[src/rtl/core/rpeg_pkg.sv]
// Shared types, register indexes and the colour table for the RGBW pulse effect.
// No dependencies; imported by every module of the block.
package rpeg_pkg;

   localparam int LEVEL_W             = 8;
   localparam int TICK_COUNT_W        = 5;
   localparam int TABLE_ENTRIES       = 48;
   localparam int DEFAULT_TABLE_DEPTH = 48;
   localparam int CSR_INDEX_W         = 3;
   localparam int CSR_DATA_W          = 8;

   typedef enum logic [CSR_INDEX_W-1:0] {
      CSR_RANDOM_MODE = 3'd0,
      CSR_STEP_PERIOD = 3'd1,
      CSR_PHASE_FLOOR = 3'd2,
      CSR_FIXED_RED   = 3'd3,
      CSR_FIXED_GREEN = 3'd4,
      CSR_FIXED_BLUE  = 3'd5,
      CSR_FIXED_WHITE = 3'd6
   } csr_index_type;

   typedef struct packed {
      logic               random_mode;
      logic [LEVEL_W-1:0] step_period;
      logic [LEVEL_W-1:0] phase_floor;
      logic [LEVEL_W-1:0] fixed_red;
      logic [LEVEL_W-1:0] fixed_green;
      logic [LEVEL_W-1:0] fixed_blue;
      logic [LEVEL_W-1:0] fixed_white;
   } cfg_type;

   typedef struct packed {
      logic [LEVEL_W-1:0] red;
      logic [LEVEL_W-1:0] green;
      logic [LEVEL_W-1:0] blue;
   } rgb_type;

   typedef struct packed {
      logic [LEVEL_W-1:0] red;
      logic [LEVEL_W-1:0] green;
      logic [LEVEL_W-1:0] blue;
      logic [LEVEL_W-1:0] white;
      logic               stepped;
   } level_set_type;

   localparam logic [LEVEL_W-1:0] RED_TABLE [0:TABLE_ENTRIES-1] = '{
      8'd0,   8'd255, 8'd144, 8'd216, 8'd0,   8'd255, 8'd127, 8'd255,
      8'd144, 8'd229, 8'd0,   8'd101, 8'd0,   8'd233, 8'd174, 8'd255,
      8'd0,   8'd153, 8'd233, 8'd242, 8'd0,   8'd233, 8'd29,  8'd101,
      8'd195, 8'd0,   8'd208, 8'd255, 8'd225, 8'd255, 8'd255, 8'd106,
      8'd0,   8'd0,   8'd148, 8'd144, 8'd0,   8'd255, 8'd229, 8'd4,
      8'd178, 8'd33,  8'd229, 8'd165, 8'd255, 8'd63,  8'd255, 8'd255
   };

   localparam logic [LEVEL_W-1:0] GREEN_TABLE [0:TABLE_ENTRIES-1] = '{
      8'd255, 8'd16,  8'd255, 8'd0,   8'd59,  8'd0,   8'd255, 8'd0,
      8'd0,   8'd255, 8'd255, 8'd255, 8'd255, 8'd255, 8'd255, 8'd238,
      8'd255, 8'd255, 8'd0,   8'd255, 8'd255, 8'd255, 8'd255, 8'd0,
      8'd0,   8'd255, 8'd255, 8'd0,   8'd255, 8'd136, 8'd106, 8'd255,
      8'd255, 8'd255, 8'd255, 8'd0,   8'd0,   8'd0,   8'd255, 8'd255,
      8'd0,   8'd0,   8'd255, 8'd255, 8'd0,   8'd255, 8'd0,   8'd0
   };

   localparam logic [LEVEL_W-1:0] BLUE_TABLE [0:TABLE_ENTRIES-1] = '{
      8'd225, 8'd0,   8'd0,   8'd255, 8'd255, 8'd131, 8'd0,   8'd29,
      8'd255, 8'd0,   8'd221, 8'd0,   8'd229, 8'd0,   8'd0,   8'd0,
      8'd169, 8'd0,   8'd255, 8'd0,   8'd63,  8'd0,   8'd0,   8'd255,
      8'd255, 8'd55,  8'd0,   8'd208, 8'd0,   8'd0,   8'd0,   8'd0,
      8'd131, 8'd187, 8'd0,   8'd255, 8'd255, 8'd238, 8'd0,   8'd0,
      8'd255, 8'd255, 8'd0,   8'd0,   8'd203, 8'd0,   8'd29,  8'd29
   };

   // entries past the end of the table read as black
   function automatic rgb_type table_color(input logic [7:0] idx);
      rgb_type c;
      c = '0;
      if (idx < 8'(TABLE_ENTRIES)) begin
         c.red   = RED_TABLE[idx[5:0]];
         c.green = GREEN_TABLE[idx[5:0]];
         c.blue  = BLUE_TABLE[idx[5:0]];
      end
      return c;
   endfunction

endpackage

[src/rtl/core/rpeg_csr.sv]
// Configuration register file for the RGBW pulse effect.
// Depends on rpeg_pkg for the register indexes and the cfg_type bundle.
module rpeg_csr
   import rpeg_pkg::*;
(
   input  logic                   clock,
   input  logic                   reset,
   input  logic                   csr_write_en,
   input  logic [CSR_INDEX_W-1:0] csr_index,
   input  logic [CSR_DATA_W-1:0]  csr_wdata,
   output cfg_type                cfg
);

   cfg_type cfg_ff;
   cfg_type cfg_in;

   always_comb begin
      cfg_in = cfg_ff;
      if (csr_write_en) begin
         case (csr_index_type'(csr_index))
            CSR_RANDOM_MODE: cfg_in.random_mode = csr_wdata[0];
            CSR_STEP_PERIOD: cfg_in.step_period = csr_wdata;
            CSR_PHASE_FLOOR: cfg_in.phase_floor = csr_wdata;
            CSR_FIXED_RED:   cfg_in.fixed_red   = csr_wdata;
            CSR_FIXED_GREEN: cfg_in.fixed_green = csr_wdata;
            CSR_FIXED_BLUE:  cfg_in.fixed_blue  = csr_wdata;
            CSR_FIXED_WHITE: cfg_in.fixed_white = csr_wdata;
            default:         cfg_in = cfg_ff;
         endcase
      end
   end

   always_ff @(posedge clock) begin
      if (reset) begin
         cfg_ff <= '0;
      end else begin
         cfg_ff <= cfg_in;
      end
   end

   assign cfg = cfg_ff;

endmodule

[src/rtl/core/rpeg_engine.sv]
// Effect state and step logic: prescaler, triangle phase, colour table walk
// and the four level scalers. Depends on rpeg_pkg.
module rpeg_engine
   import rpeg_pkg::*;
#(
   parameter int TABLE_DEPTH = DEFAULT_TABLE_DEPTH
)
(
   input  logic          clock,
   input  logic          reset,
   input  cfg_type       cfg,
   input  logic          advance,
   input  logic          tick,
   output level_set_type result
);

   localparam int IDX_W = (TABLE_DEPTH > 1) ? $clog2(TABLE_DEPTH) : 1;
   localparam logic [IDX_W-1:0] IDX_LAST = IDX_W'(TABLE_DEPTH - 1);

   logic [TICK_COUNT_W-1:0] tick_count_ff, tick_count_in;
   logic [LEVEL_W-1:0]      phase_ff, phase_in;
   logic                    rising_ff, rising_in;
   logic [IDX_W-1:0]        table_index_ff, table_index_in;
   rgb_type                 random_color_ff, random_color_in;
   level_set_type           held_ff, held_in;

   logic [TICK_COUNT_W-1:0] step_limit;
   logic                    step;
   rgb_type                 col;

   // x / 255 for x up to 255 * 255
   function automatic logic [LEVEL_W-1:0] scale_level(input logic [LEVEL_W-1:0] c,
                                                      input logic [LEVEL_W-1:0] ph);
      logic [15:0] prod;
      logic [16:0] sum;
      prod = c * ph;
      sum  = 17'(prod) + 17'(prod[15:8]) + 17'd1;
      return sum[15:8];
   endfunction

   // p / 10 for 8-bit p
   function automatic logic [TICK_COUNT_W-1:0] div10(input logic [LEVEL_W-1:0] p);
      logic [15:0] prod;
      prod = 16'(p) * 16'd205;
      return prod[15:11];
   endfunction

   always_comb begin
      step_limit = div10(cfg.step_period);
      step       = tick && (tick_count_ff >= step_limit);

      col = cfg.random_mode ? random_color_ff
                            : rgb_type'({cfg.fixed_red, cfg.fixed_green, cfg.fixed_blue});

      tick_count_in   = tick_count_ff;
      phase_in        = phase_ff;
      rising_in       = rising_ff;
      table_index_in  = table_index_ff;
      random_color_in = random_color_ff;
      held_in         = held_ff;
      held_in.stepped = step;

      if (step) begin
         held_in.red   = scale_level(col.red, phase_ff);
         held_in.green = scale_level(col.green, phase_ff);
         held_in.blue  = scale_level(col.blue, phase_ff);
         held_in.white = scale_level(cfg.fixed_white, phase_ff);
         if (phase_ff == '1) begin
            rising_in = 1'b0;
         end
         if (phase_ff <= cfg.phase_floor) begin
            rising_in = 1'b1;
            if (cfg.random_mode) begin
               random_color_in = table_color(8'(table_index_ff));
               table_index_in  = (table_index_ff == IDX_LAST) ? '0 : table_index_ff + 1'b1;
            end
         end
         phase_in      = rising_in ? phase_ff + 1'b1 : phase_ff - 1'b1;
         tick_count_in = TICK_COUNT_W'(1);
      end else if (tick && (tick_count_ff != '1)) begin
         tick_count_in = tick_count_ff + 1'b1;
      end
   end

   always_ff @(posedge clock) begin
      if (reset) begin
         tick_count_ff   <= '0;
         phase_ff        <= '0;
         rising_ff       <= 1'b0;
         table_index_ff  <= '0;
         random_color_ff <= '0;
         held_ff         <= '0;
      end else if (advance) begin
         tick_count_ff   <= tick_count_in;
         phase_ff        <= phase_in;
         rising_ff       <= rising_in;
         table_index_ff  <= table_index_in;
         random_color_ff <= random_color_in;
         held_ff         <= held_in;
      end
   end

   assign result = held_in;

endmodule

[src/rtl/core/rgbw_pulse_effect_generator_unit.sv]
// Top level of the RGBW pulse effect: request register, effect engine, response register.
// Depends on rpeg_pkg, rpeg_csr and rpeg_engine.
//
//   channel  | direction | handshake                 | payload
//   req_     | in        | req_valid / req_ready     | req_tick
//   rsp_     | out       | rsp_valid / rsp_ready     | rsp_{red,green,blue,white}_level, rsp_stepped
//   csr_     | in        | csr_write_en              | csr_index, csr_wdata
//
// One request per cycle while the response is not stalled.
// The step is computed in one pass between the request and response registers.
// A stalled response holds the request register; req_ready drops only then.
// Reset is synchronous and clears all effect state and configuration.
module rgbw_pulse_effect_generator_unit
   import rpeg_pkg::*;
#(
   parameter int TABLE_DEPTH = DEFAULT_TABLE_DEPTH
)
(
   input  logic                   clock,
   input  logic                   reset,
   input  logic                   req_valid,
   output logic                   req_ready,
   input  logic                   req_tick,
   output logic                   rsp_valid,
   input  logic                   rsp_ready,
   output logic [LEVEL_W-1:0]     rsp_red_level,
   output logic [LEVEL_W-1:0]     rsp_green_level,
   output logic [LEVEL_W-1:0]     rsp_blue_level,
   output logic [LEVEL_W-1:0]     rsp_white_level,
   output logic                   rsp_stepped,
   input  logic                   csr_write_en,
   input  logic [CSR_INDEX_W-1:0] csr_index,
   input  logic [CSR_DATA_W-1:0]  csr_wdata
);

   cfg_type       cfg;
   level_set_type result;
   level_set_type rsp_ff;

   logic req_valid_ff, req_valid_in;
   logic req_tick_ff;
   logic rsp_valid_ff, rsp_valid_in;
   logic advance;

   rpeg_csr u_csr (
      .clock        (clock),
      .reset        (reset),
      .csr_write_en (csr_write_en),
      .csr_index    (csr_index),
      .csr_wdata    (csr_wdata),
      .cfg          (cfg)
   );

   rpeg_engine #(
      .TABLE_DEPTH (TABLE_DEPTH)
   ) u_engine (
      .clock   (clock),
      .reset   (reset),
      .cfg     (cfg),
      .advance (advance),
      .tick    (req_tick_ff),
      .result  (result)
   );

   assign advance      = req_valid_ff && (!rsp_valid_ff || rsp_ready);
   assign req_ready    = !req_valid_ff || advance;
   assign req_valid_in = (req_valid && req_ready) || (req_valid_ff && !advance);
   assign rsp_valid_in = advance || (rsp_valid_ff && !rsp_ready);

   always_ff @(posedge clock) begin
      if (reset) begin
         req_valid_ff <= 1'b0;
         rsp_valid_ff <= 1'b0;
      end else begin
         req_valid_ff <= req_valid_in;
         rsp_valid_ff <= rsp_valid_in;
      end
   end

   always_ff @(posedge clock) begin
      if (req_valid && req_ready) begin
         req_tick_ff <= req_tick;
      end
      if (advance) begin
         rsp_ff <= result;
      end
   end

   assign rsp_valid       = rsp_valid_ff;
   assign rsp_red_level   = rsp_ff.red;
   assign rsp_green_level = rsp_ff.green;
   assign rsp_blue_level  = rsp_ff.blue;
   assign rsp_white_level = rsp_ff.white;
   assign rsp_stepped     = rsp_ff.stepped;

   a_ready_when_empty: assert property (@(posedge clock) disable iff (reset)
      !req_valid_ff |-> req_ready)
      else $error("request register empty but req_ready low");

   a_advance_gives_rsp: assert property (@(posedge clock) disable iff (reset)
      advance |=> rsp_valid)
      else $error("request moved on without a response");

   a_idle_no_step: assert property (@(posedge clock) disable iff (reset)
      (advance && !req_tick_ff) |=> !rsp_stepped)
      else $error("idle request reported a step");

endmodule

[config.mk]
export PLATFORM = sky130hd
export DESIGN_NAME = rgbw_pulse_effect_generator_unit
export DESIGN_NICKNAME = d
export VERILOG_FILES = /design/src/rtl/core/rpeg_pkg.sv /design/src/rtl/core/rpeg_csr.sv /design/src/rtl/core/rpeg_engine.sv /design/src/rtl/core/rgbw_pulse_effect_generator_unit.sv
export SDC_FILE = /design/constraint.sdc
export NUM_CORES = 1
export LEC_CHECK = 0
export ABC_CLOCK_PERIOD_IN_PS = 8500
export BUFFER_PORTS_ARGS = -buffer_cell sky130_fd_sc_hd__buf_2
export CAP_MARGIN = 10
export CORE_MARGIN = 3
export CORE_UTILIZATION = 33
export CTS_CLUSTER_DIAMETER = 50
export DETAILED_ROUTE_END_ITERATION = 10
export PLACE_DENSITY = 0.57
export SLEW_MARGIN = 10
export SYNTH_ARGS = -nofsm -noshare
export SYNTH_HDL_FRONTEND = slang
export SYNTH_SLANG_ARGS = --single-unit
[constraint.sdc]
create_clock -name clock -period 8.5 [get_ports clock]
set_input_delay 2.55 -clock clock [delete_from_list [all_inputs] [get_ports clock]]
set_output_delay 2.55 -clock clock [all_outputs]
set_load 0.02 [all_outputs]
==> Flow_metrics.wiki, run 1 <==
{| class="wikitable"
! Metric !! Value
|-
| Final count of negative-setup-slack endpoints || 0
|-
| Number of nets with antenna violations after routing || 0
|-
| Max_slew headroom || 17.1%
|-
| Pin count of the biggest net entering global routing || 91
|-
| Worst hold-check path type || reg2reg
|-
| WP data required || 8.82 ns
|-
| P&R area growth vs syn || 8.54%
|-
| Prevailing post-synth register cell || sky130_fd_sc_hd__dfxtp_1
|-
| RSZ-0062 raised after global routing || false
|-
| Setup TNS || 0 ns
|-
| Area of the die || 0.0615 mm²
|-
| Cell leakage power || 9.62 nW
|-
| Fillcell total || 5964
|-
| Cell area after layout || 0.0210 mm²
|-
| Max Cap Viol || 0
|-
| Number of hold-slack violations in the final timing report || 0
|-
| Portion of the post-synthesis area used by sequential elements || 18.3%
|-
| Count of warnings emitted by yosys || 0
|-
| Commonest cells after routing, fill and taps aside || sky130_fd_sc_hd__inv_1 (277), sky130_fd_sc_hd__ha_1 (243), sky130_fd_sc_hd__nand2_1 (221)
|-
| Power density over the cells || 90.2 mW/mm²
|-
| Max clock buf depth || 2
|-
| Worst Clk Skew || 0.0112 ns
|-
| Aggregate global-route resource usage || 16.5%
|-
| Max Fanout on Critical Path || 15
|-
| Routed via count || 15800
|-
| Number of nets at the end of the flow || 2731
|-
| Wirelength, routed || 49.7 mm
|-
| Clock insertion delay at the later pin of the skew report || 0.47 ns
|-
| Root buf cell || sky130_fd_sc_hd__clkbuf_16
|-
| Antenna violations before repair || 4
|-
| Vias per inst || 5.11
|-
| Share of final-layout standard cells stronger than drive strength 1 || 6.23%
|-
| Slew Limit Fails || 0
|-
| Slew at the pin closest to its max-slew limit || 1.24 ns
|-
| Netlist area before placement || 0.0193 mm²
|-
| Chip Width || 248 µm
|-
| Wire length per cell || 16.1 µm
|-
| Smallest hold slack || 0.451 ns
|-
| Overall power of the completed layout || 1.89 mW
|-
| Kind of critical path || reg2reg
|-
| Number of input and output port buffers inserted || 51
|-
| Area after DPL || 0.0204 mm²
|-
| DRT iter0 DRCs || 945
|-
| Count of state elements after synthesis || 160
|-
| Mean instance size in the synthesized netlist || 8.35 µm²
|-
| Hpwl dp || 38.4 mm
|-
| Total iterations of the first detailed-routing run || 5
|-
| CP endpoint kind || register
|-
| Post-route worst setup slack || 0.886 ns
|-
| Pre-CTS worst setup slack || 0.975 ns
|-
| Most common cell after layout, fill and taps aside || sky130_fd_sc_hd__inv_1
|-
| H-tree depth reported by CTS || 4
|-
| Synth async-reset ratio || 0%
|-
| Clock sink count || 160
|-
| Core area || 0.0578 mm²
|-
| Largest voltage drop on the vdd net || 150 µV
|-
| Arrival time at the worst endpoint || 7.93 ns
|-
| I/O Pins || 52
|-
| Count of different cell masters after synthesis || 85
|-
| DIE HEIGHT || 248 µm
|-
| Clock tree from TritonCTS || yes
|-
| Status || completed
|-
| Clock-pin slew on the worst setup and hold paths || 0.07 ns
|-
| Wire length of the first global-routing pass || 81.8 mm
|-
| Register-to-register path setup slack || 0.89 ns
|-
| Number of global-route vias before repair || 15600
|-
| Number of post-CTS setup repair buffers || 0
|-
| Worst Setup Start Kind || register
|-
| Number of rows created at floorplan || 88
|-
| Aggregate global routing overflow || 0
|-
| Number of gates given a new drive strength after cts || 0
|-
| Tmin final || 7.61 ns
|-
| Fmax || 0.131 GHz
|-
| Synth Net Count || 2730
|-
| Instance count of the mapped netlist || 2314
|-
| DRC violations left || 0
|-
| Starting density of the core || 33.4%
|-
| Post-route fraction of the period consumed by the critical path || 89.6%
|-
| RD Place Congestion || 0.877
|-
| Number of flops mapped to enable cells by yosys || 34
|-
| Post-CTS Hold Fix Bufs || 0
|-
| TritonCTS buffer count || 17
|}
metal layers:
metal | share of wire [%] | GRT usage (%)
met3 | 4.6 | 3.04
met5 | 0.066 | 0
met1 | 48 | 22.6
met4 | 1.4 | 3.93
met2 | 46 | 27.0
cell usage after synthesis (19+ instances only):
master,n,area share (%)
sky130_fd_sc_hd__inv_1,277,5.4
sky130_fd_sc_hd__ha_1,243,16
sky130_fd_sc_hd__nand2_1,221,4.3
sky130_fd_sc_hd__nor2_1,181,3.5
sky130_fd_sc_hd__fa_1,156,16
sky130_fd_sc_hd__dfxtp_1,126,13
sky130_fd_sc_hd__nor2b_1,125,4.0
sky130_fd_sc_hd__a21oi_1,122,3.2
sky130_fd_sc_hd__clkbuf_1,87,1.7
sky130_fd_sc_hd__o21ai_0,75,1.9
sky130_fd_sc_hd__and2_1,67,2.2
sky130_fd_sc_hd__nand3_1,51,1.3
sky130_fd_sc_hd__xnor2_1,44,2.0
sky130_fd_sc_hd__mux2i_1,43,2.2
sky130_fd_sc_hd__nor3_1,43,1.1
sky130_fd_sc_hd__nand2b_1,40,1.3
sky130_fd_sc_hd__a21o_1,35,1.4
sky130_fd_sc_hd__edfxtp_1,34,5.3
sky130_fd_sc_hd__a211oi_1,33,1.3
sky130_fd_sc_hd__xor2_1,28,1.3
sky130_fd_sc_hd__nand4_1,19,0.61
sky130_fd_sc_hd__or3_1,19,0.61
metrics by stage:
step / util [%] / cells
CTS: 36.3 / 3092
detailed placement: 35.3 / 3061
floorplan: - / 2314
global placement: 35.3 / 3061
global route: 36.3 / 3092
finish: 36.3 / 3094
registers in the layout, summed over array words and instances (netlist names):
signal                    count
rsp_green_level               8
rsp_blue_level                8
rsp_valid                     1
u_csr.cfg                    49
rsp_stepped                   1
u_engine.random_color_ff     23
u_engine.table_index_ff       6
u_engine.tick_count_ff        5
u_engine.rising_ff            1
u_engine.phase_ff             8
req_tick_ff                   1
rsp_red_level                 8
rsp_white_level               8
u_engine.held_ff             32
req_valid_ff                  1
critical path, stage by stage (launching register included):
cell                       delay (ns)
sky130_fd_sc_hd__dfxtp_1         0.33
sky130_fd_sc_hd__buf_4           0.27
sky130_fd_sc_hd__mux2i_1         0.74
sky130_fd_sc_hd__nand2b_1        0.21
sky130_fd_sc_hd__fa_1            0.47
sky130_fd_sc_hd__fa_1            0.54
sky130_fd_sc_hd__inv_1           0.05
sky130_fd_sc_hd__fa_1            0.47
sky130_fd_sc_hd__inv_1           0.05
sky130_fd_sc_hd__fa_1            0.47
sky130_fd_sc_hd__inv_1           0.04
sky130_fd_sc_hd__ha_1            0.32
sky130_fd_sc_hd__inv_1           0.08
sky130_fd_sc_hd__nor2_1          0.14
sky130_fd_sc_hd__a21boi_1        0.15
sky130_fd_sc_hd__o311ai_0        0.40
sky130_fd_sc_hd__a21oi_1         0.14
sky130_fd_sc_hd__xnor2_1         0.61
sky130_fd_sc_hd__ha_1            0.31
sky130_fd_sc_hd__a21o_1          0.13
sky130_fd_sc_hd__a21o_1          0.16
sky130_fd_sc_hd__nor2_1          0.07
sky130_fd_sc_hd__a32oi_1         0.39
sky130_fd_sc_hd__nand3_1         0.23
sky130_fd_sc_hd__or4_1           0.54
sky130_fd_sc_hd__nand3_1         0.13
cell type report:
cell class	count	area (µm²)	area share, %
diodes	2	5.00	0.0239
clock buffers	18	450	2.15
clock inverters	13	144	0.686
inverters	277	1040	4.96
multi-input cells	1779	14400	68.5
flip-flops and latches	160	3540	16.9
well taps	765	957	4.56
repair buffers	80	475	2.27
power breakdown:
| part | internal, mW | leakage [nW] | switching (mW) |
|---|---|---|---|
| sequential | 0.797 | 1.35 | 0.0238 |
| combinational | 0.0956 | 7.97 | 0.179 |
| clock | 0.452 | 0.300 | 0.345 |
logic make-up after synthesis:
| family | Yosys count | share of synthesized area [%] |
|---|---|---|
| multiplexers | 44 | 2.29 |
| adder cells (fa/ha/maj) | 401 | 32.0 |
| flip-flops | 160 | 18.3 |
| XOR/XNOR | 74 | 3.50 |
| AO/OA/AOI/OAI | 430 | 15.0 |
| buffers and inverters | 375 | 7.44 |
| AND/OR/NAND/NOR | 830 | 21.5 |
path summary, 6_finish.rpt:
kind / start / cells after the start / endpoint
worst max-delay path: u_csr.cfg[48]$_SDFFE_PP0P_ / 25 / rsp_red_level[7]$_DFFE_PP_
worst min-delay path: u_engine.held_ff[8]$_SDFFE_PP0P_ / 2 / u_engine.held_ff[8]$_SDFFE_PP0P_
worst max register to register: u_csr.cfg[48]$_SDFFE_PP0P_ / 25 / rsp_red_level[7]$_DFFE_PP_
worst min register to register: u_engine.held_ff[8]$_SDFFE_PP0P_ / 2 / u_engine.held_ff[8]$_SDFFE_PP0P_
Power figures use the tool's default switching activity.
==> inputs of run 2 (changes only) <==
Settings changed: ABC_AREA from default to 1, SYNTH_HIERARCHICAL from default to 1.
==> run 2 against run 1 <==
Net effect:
- maximum frequency is 9.0% higher
- sequential share of layout area decreased by 0.82 points
- worst hold slack better by 0.0029 ns
- register-to-register slack better by 0.63 ns
- clock power up 0.8%
- cell area rose by 5.1%
- critical path depth grew 7
- sequential cell count unchanged
- highest routed layer is now met4
==> Flow_metrics.wiki, run 2 <==
{| class="wikitable"
! Metric !! Value
|-
| Share of final-layout standard cells stronger than drive strength 1 || 7.27% (+1.0 points)
|-
| Most common cell after layout, fill and taps aside || sky130_fd_sc_hd__nand2_1
|-
| CP endpoint kind || register
|-
| Netlist area before placement || 0.0205 mm² (+5.9%)
|-
| Number of hold-slack violations in the final timing report || 0 (unchanged)
|-
| Clock tree from TritonCTS || yes
|-
| Clock sink count || 160 (unchanged)
|-
| Status || completed
|-
| Slew Limit Fails || 0 (unchanged)
|-
| RSZ-0062 raised after global routing || false
|-
| Aggregate global routing overflow || 0 (unchanged)
|-
| Max Fanout on Critical Path || 20 (+5)
|-
| Arrival time at the worst endpoint || 7.20 ns (-0.73 ns)
|-
| Max Cap Viol || 0 (unchanged)
|-
| Instance count of the mapped netlist || 2969 (+28%)
|-
| Post-route worst setup slack || 1.52 ns (+0.632 ns)
|-
| Setup TNS || 0 ns (unchanged)
|-
| Core area || 0.0608 mm² (+5.2%)
|-
| Number of post-CTS setup repair buffers || 0 (unchanged)
|-
| Clock insertion delay at the later pin of the skew report || 0.46 ns (about the same)
|-
| Switching component of the power || 0.800 mW (+46%)
|-
| Slowest-stage cell, CP || sky130_fd_sc_hd__mux2i_1
|-
| Antenna violations before repair || 0 (-4)
|-
| Relative contribution of the clock network to total power || 36.5% (-5.6 points)
|-
| Wirelength, routed || 52.1 mm (+4.9%)
|-
| Count of warnings emitted by yosys || 6 (+6)
|-
| Endpoint of the worst hold path || u_engine/held_ff[6]$_SDFFE_PP0P_
|-
| Yosys top cell by area || sky130_fd_sc_hd__fa_1
|-
| Flip-flop count of the largest register, all copies and words added || 49 (unchanged)
|-
| Starting density of the core || 33.7% (+0.23 points)
|-
| Hold Startpoint || u_engine/held_ff[6]$_SDFFE_PP0P_
|-
| DIE HEIGHT || 255 µm (+2.8%)
|-
| Count of state elements after synthesis || 160 (unchanged)
|-
| Fmax || 0.143 GHz (+9.0%)
|-
| Hpwl dp || 41.0 mm (+6.7%)
|-
| Final count of negative-setup-slack endpoints || 0 (unchanged)
|-
| Clock-pin slew on the worst setup and hold paths || 0.08 ns (about the same)
|-
| Max_slew headroom || 32.1% (+15 points)
|-
| Delay of the slowest cell on the worst path || 0.71 ns (-0.03 ns)
|-
| Critical path launch point || u_csr/cfg[48]$_SDFFE_PP0P_
|-
| RD Place Congestion || 0.874 (-0.35%)
|-
| Gate power share || 25.1% (+11 points)
|-
| Number of gates given a new drive strength after cts || 0 (unchanged)
|-
| Worst reg2reg path depth || 32 (+28%)
|-
| Hold Path Depth || 2 (unchanged)
|-
| Most repeated cell in the gate-level netlist after synthesis || sky130_fd_sc_hd__nand2_1
|-
| Power density over the cells || 99.7 mW/mm² (+11%)
|-
| Number of flops mapped to enable cells by yosys || 34 (unchanged)
|-
| Worst Setup Start Kind || register
|-
| Worst Clk Skew || 0.0121 ns (+0.000954 ns)
|-
| Commonest cells after routing, fill and taps aside || sky130_fd_sc_hd__nand2_1 (648), sky130_fd_sc_hd__inv_1 (545), sky130_fd_sc_hd__nor2_1 (428)
|-
| P&R area growth vs syn || 7.71%
|-
| Post-synth top area share || 15.3% (-0.90 points)
|-
| WP data required || 8.72 ns (-0.10 ns)
|-
| Vias per inst || 4.78 (-6.5%)
|-
| DRC violations left || 0 (unchanged)
|-
| Sw Share || 36.4% (+7.5 points)
|-
| Worst hold-check path type || reg2reg
|-
| Pin count of the biggest net entering global routing || 78 (-14%)
|-
| Root buf cell || sky130_fd_sc_hd__clkbuf_16
|-
| Ranking of synthesized cells by instance count || sky130_fd_sc_hd__nand2_1 (648), sky130_fd_sc_hd__inv_1 (545), sky130_fd_sc_hd__nor2_1 (428)
|-
| Prevailing post-synth register cell || sky130_fd_sc_hd__dfxtp_1
|-
| Slew at the pin closest to its max-slew limit || 1.02 ns (-0.224 ns)
|-
| H-tree depth reported by CTS || 4 (unchanged)
|-
| Wire length of the first global-routing pass || 87.1 mm (+6.4%)
|-
| Aggregate global-route resource usage || 16.5% (-0.078 points)
|-
| Chip Width || 255 µm (+2.8%)
|-
| Worst reg2reg path endpoint || rsp_red_level[7]$_DFFE_PP_
|-
| Total iterations of the first detailed-routing run || 8 (+3)
|-
| Cell types occupying the most area after synthesis || sky130_fd_sc_hd__fa_1 (15%), sky130_fd_sc_hd__ha_1 (15%), sky130_fd_sc_hd__dfxtp_1 (12%)
|-
| Cell leakage power || 12.1 nW (+25%)
|-
| DRT iter0 DRCs || 1098 (+16%)
|-
| Synth Net Count || 3385 (+24%)
|-
| Wire length per cell || 13.8 µm (-14%)
|-
| Tmin final || 6.98 ns (-0.632 ns)
|-
| Number of nets at the end of the flow || 3387 (+24%)
|-
| Area of the die || 0.0651 mm² (+5.8%)
|-
| Share of total power in sequential cells || 38.4% (-5.0 points)
|-
| Count of different cell masters after synthesis || 59 (-31%)
|-
| Max clock buf depth || 2 (unchanged)
|-
| Synth async-reset ratio || 0% (unchanged)
|-
| Portion of the post-synthesis area used by sequential elements || 17.3% (-1.0 points)
|-
| Number of rows created at floorplan || 90 (+2.3%)
|-
| Number of nets with antenna violations after routing || 0 (unchanged)
|-
| Register-to-register path setup slack || 1.52 ns (+0.63 ns)
|-
| Cell internal power dissipation || 1.40 mW (+3.9%)
|-
| Post-route fraction of the period consumed by the critical path || 82.1% (-7.4 points)
|-
| Kind of critical path || reg2reg
|-
| I/O Pins || 52 (unchanged)
|-
| Routed via count || 18000 (+14%)
|-
| TritonCTS buffer count || 17 (unchanged)
|-
| Pre-CTS worst setup slack || 1.54 ns (+0.564 ns)
|-
| Mean instance size in the synthesized netlist || 6.89 µm² (-17%)
|-
| Post-CTS Hold Fix Bufs || 0 (unchanged)
|-
| Number of input and output port buffers inserted || 51 (unchanged)
|-
| Number of global-route vias before repair || 17300 (+11%)
|-
| Most used cell, CP || sky130_fd_sc_hd__nand2_1
|-
| Antenna fix cells || 0 (-2)
|-
| Critical register-to-register path startpoint || u_csr/cfg[48]$_SDFFE_PP0P_
|-
| Largest voltage drop on the vdd net || 142 µV (-5.2%)
|}
run 2: layout make-up:
class / instances / area [µm²]
fill: 6546 / 38800
tap: 782 / 978
clock inverter: 13 / 139
clock buffer: 19 / 464
timing repair buffer: 69 / 390
inverter: 557 / 2090
multi-input combinational: 2166 / 14400
sequential: 160 / 3540
run 2: worst max path at each step:
| stage | to | cells after the start |
|---|---|---|
| floorplan | rsp_green_level[7]$_DFFE_PP_ | 33 |
| global placement | u_engine/held_ff[32]$_SDFFE_PP0P_ | 34 |
| detailed placement | u_engine/held_ff[32]$_SDFFE_PP0P_ | 34 |
| CTS | rsp_red_level[7]$_DFFE_PP_ | 32 |
| global route | u_engine/held_ff[32]$_SDFFE_PP0P_ | 34 |
| finish | rsp_red_level[7]$_DFFE_PP_ | 32 |
run 2: worst max-delay path: cells and delay by family (launching register included):
kind / cells / cell delay [ns]
adder cells (fa/ha/maj): 6 / 2.61
AND/OR/NAND/NOR: 16 / 1.56
buffers and inverters: 7 / 0.76
multiplexers: 1 / 0.71
flip-flops: 1 / 0.70
XOR/XNOR: 1 / 0.26
AO/OA/AOI/OAI: 1 / 0.14
run 2: power groups by stage:
stage	clock network, mW	logic [mW]	registers (mW)
6_report	0.803	0.552	0.843
5_1_grt	0.858	0.628	0.848
4_1_cts	0.831	0.555	0.843
3_5_place_dp	0	0.552	0.861
3_3_place_gp	0	0.551	0.861
2_1_floorplan	0	0.396	0.855
run 2: cells by family (layout without fill, tap and decap cells):
family | after synthesis | in the layout | share of synthesized area, %
adders and majority gates | 399 | 399 | 30.1
DFF | 160 | 160 | 17.3
and+or+nand+nor | 1471 | 1471 | 31.1
AOI/OAI and AO/OA | 245 | 245 | 6.88
xor gates and xnor gates | 38 | 38 | 1.81
buffers and inverters | 643 | 658 | 12.2
muxes | 13 | 13 | 0.636
run 2: layer usage:
metal	part of all wire, %	track usage (%)	wire length (µm)
met5	0	0	0
met2	47	28.4	24600
met1	47	22.2	24600
met3	4.4	2.15	2300
met4	1.2	3.24	642
run 2: stage by stage:
| step | power, mW | util (%) | instances | area, µm² | hold slack (ns) |
|---|---|---|---|---|---|
| floorplan | 1.25 | - | 2969 | 20500 | 0.426 |
| detailed placement | 1.41 | 35.3 | 3734 | 21400 | 0.440 |
| CTS | 2.23 | 36.3 | 3766 | 22000 | 0.455 |
| global route | 2.33 | 36.3 | 3766 | 22000 | 0.472 |
| finish | 2.20 | 36.3 | 3766 | 22000 | 0.454 |
| global placement | 1.41 | 35.3 | 3734 | 21400 | 0.440 |
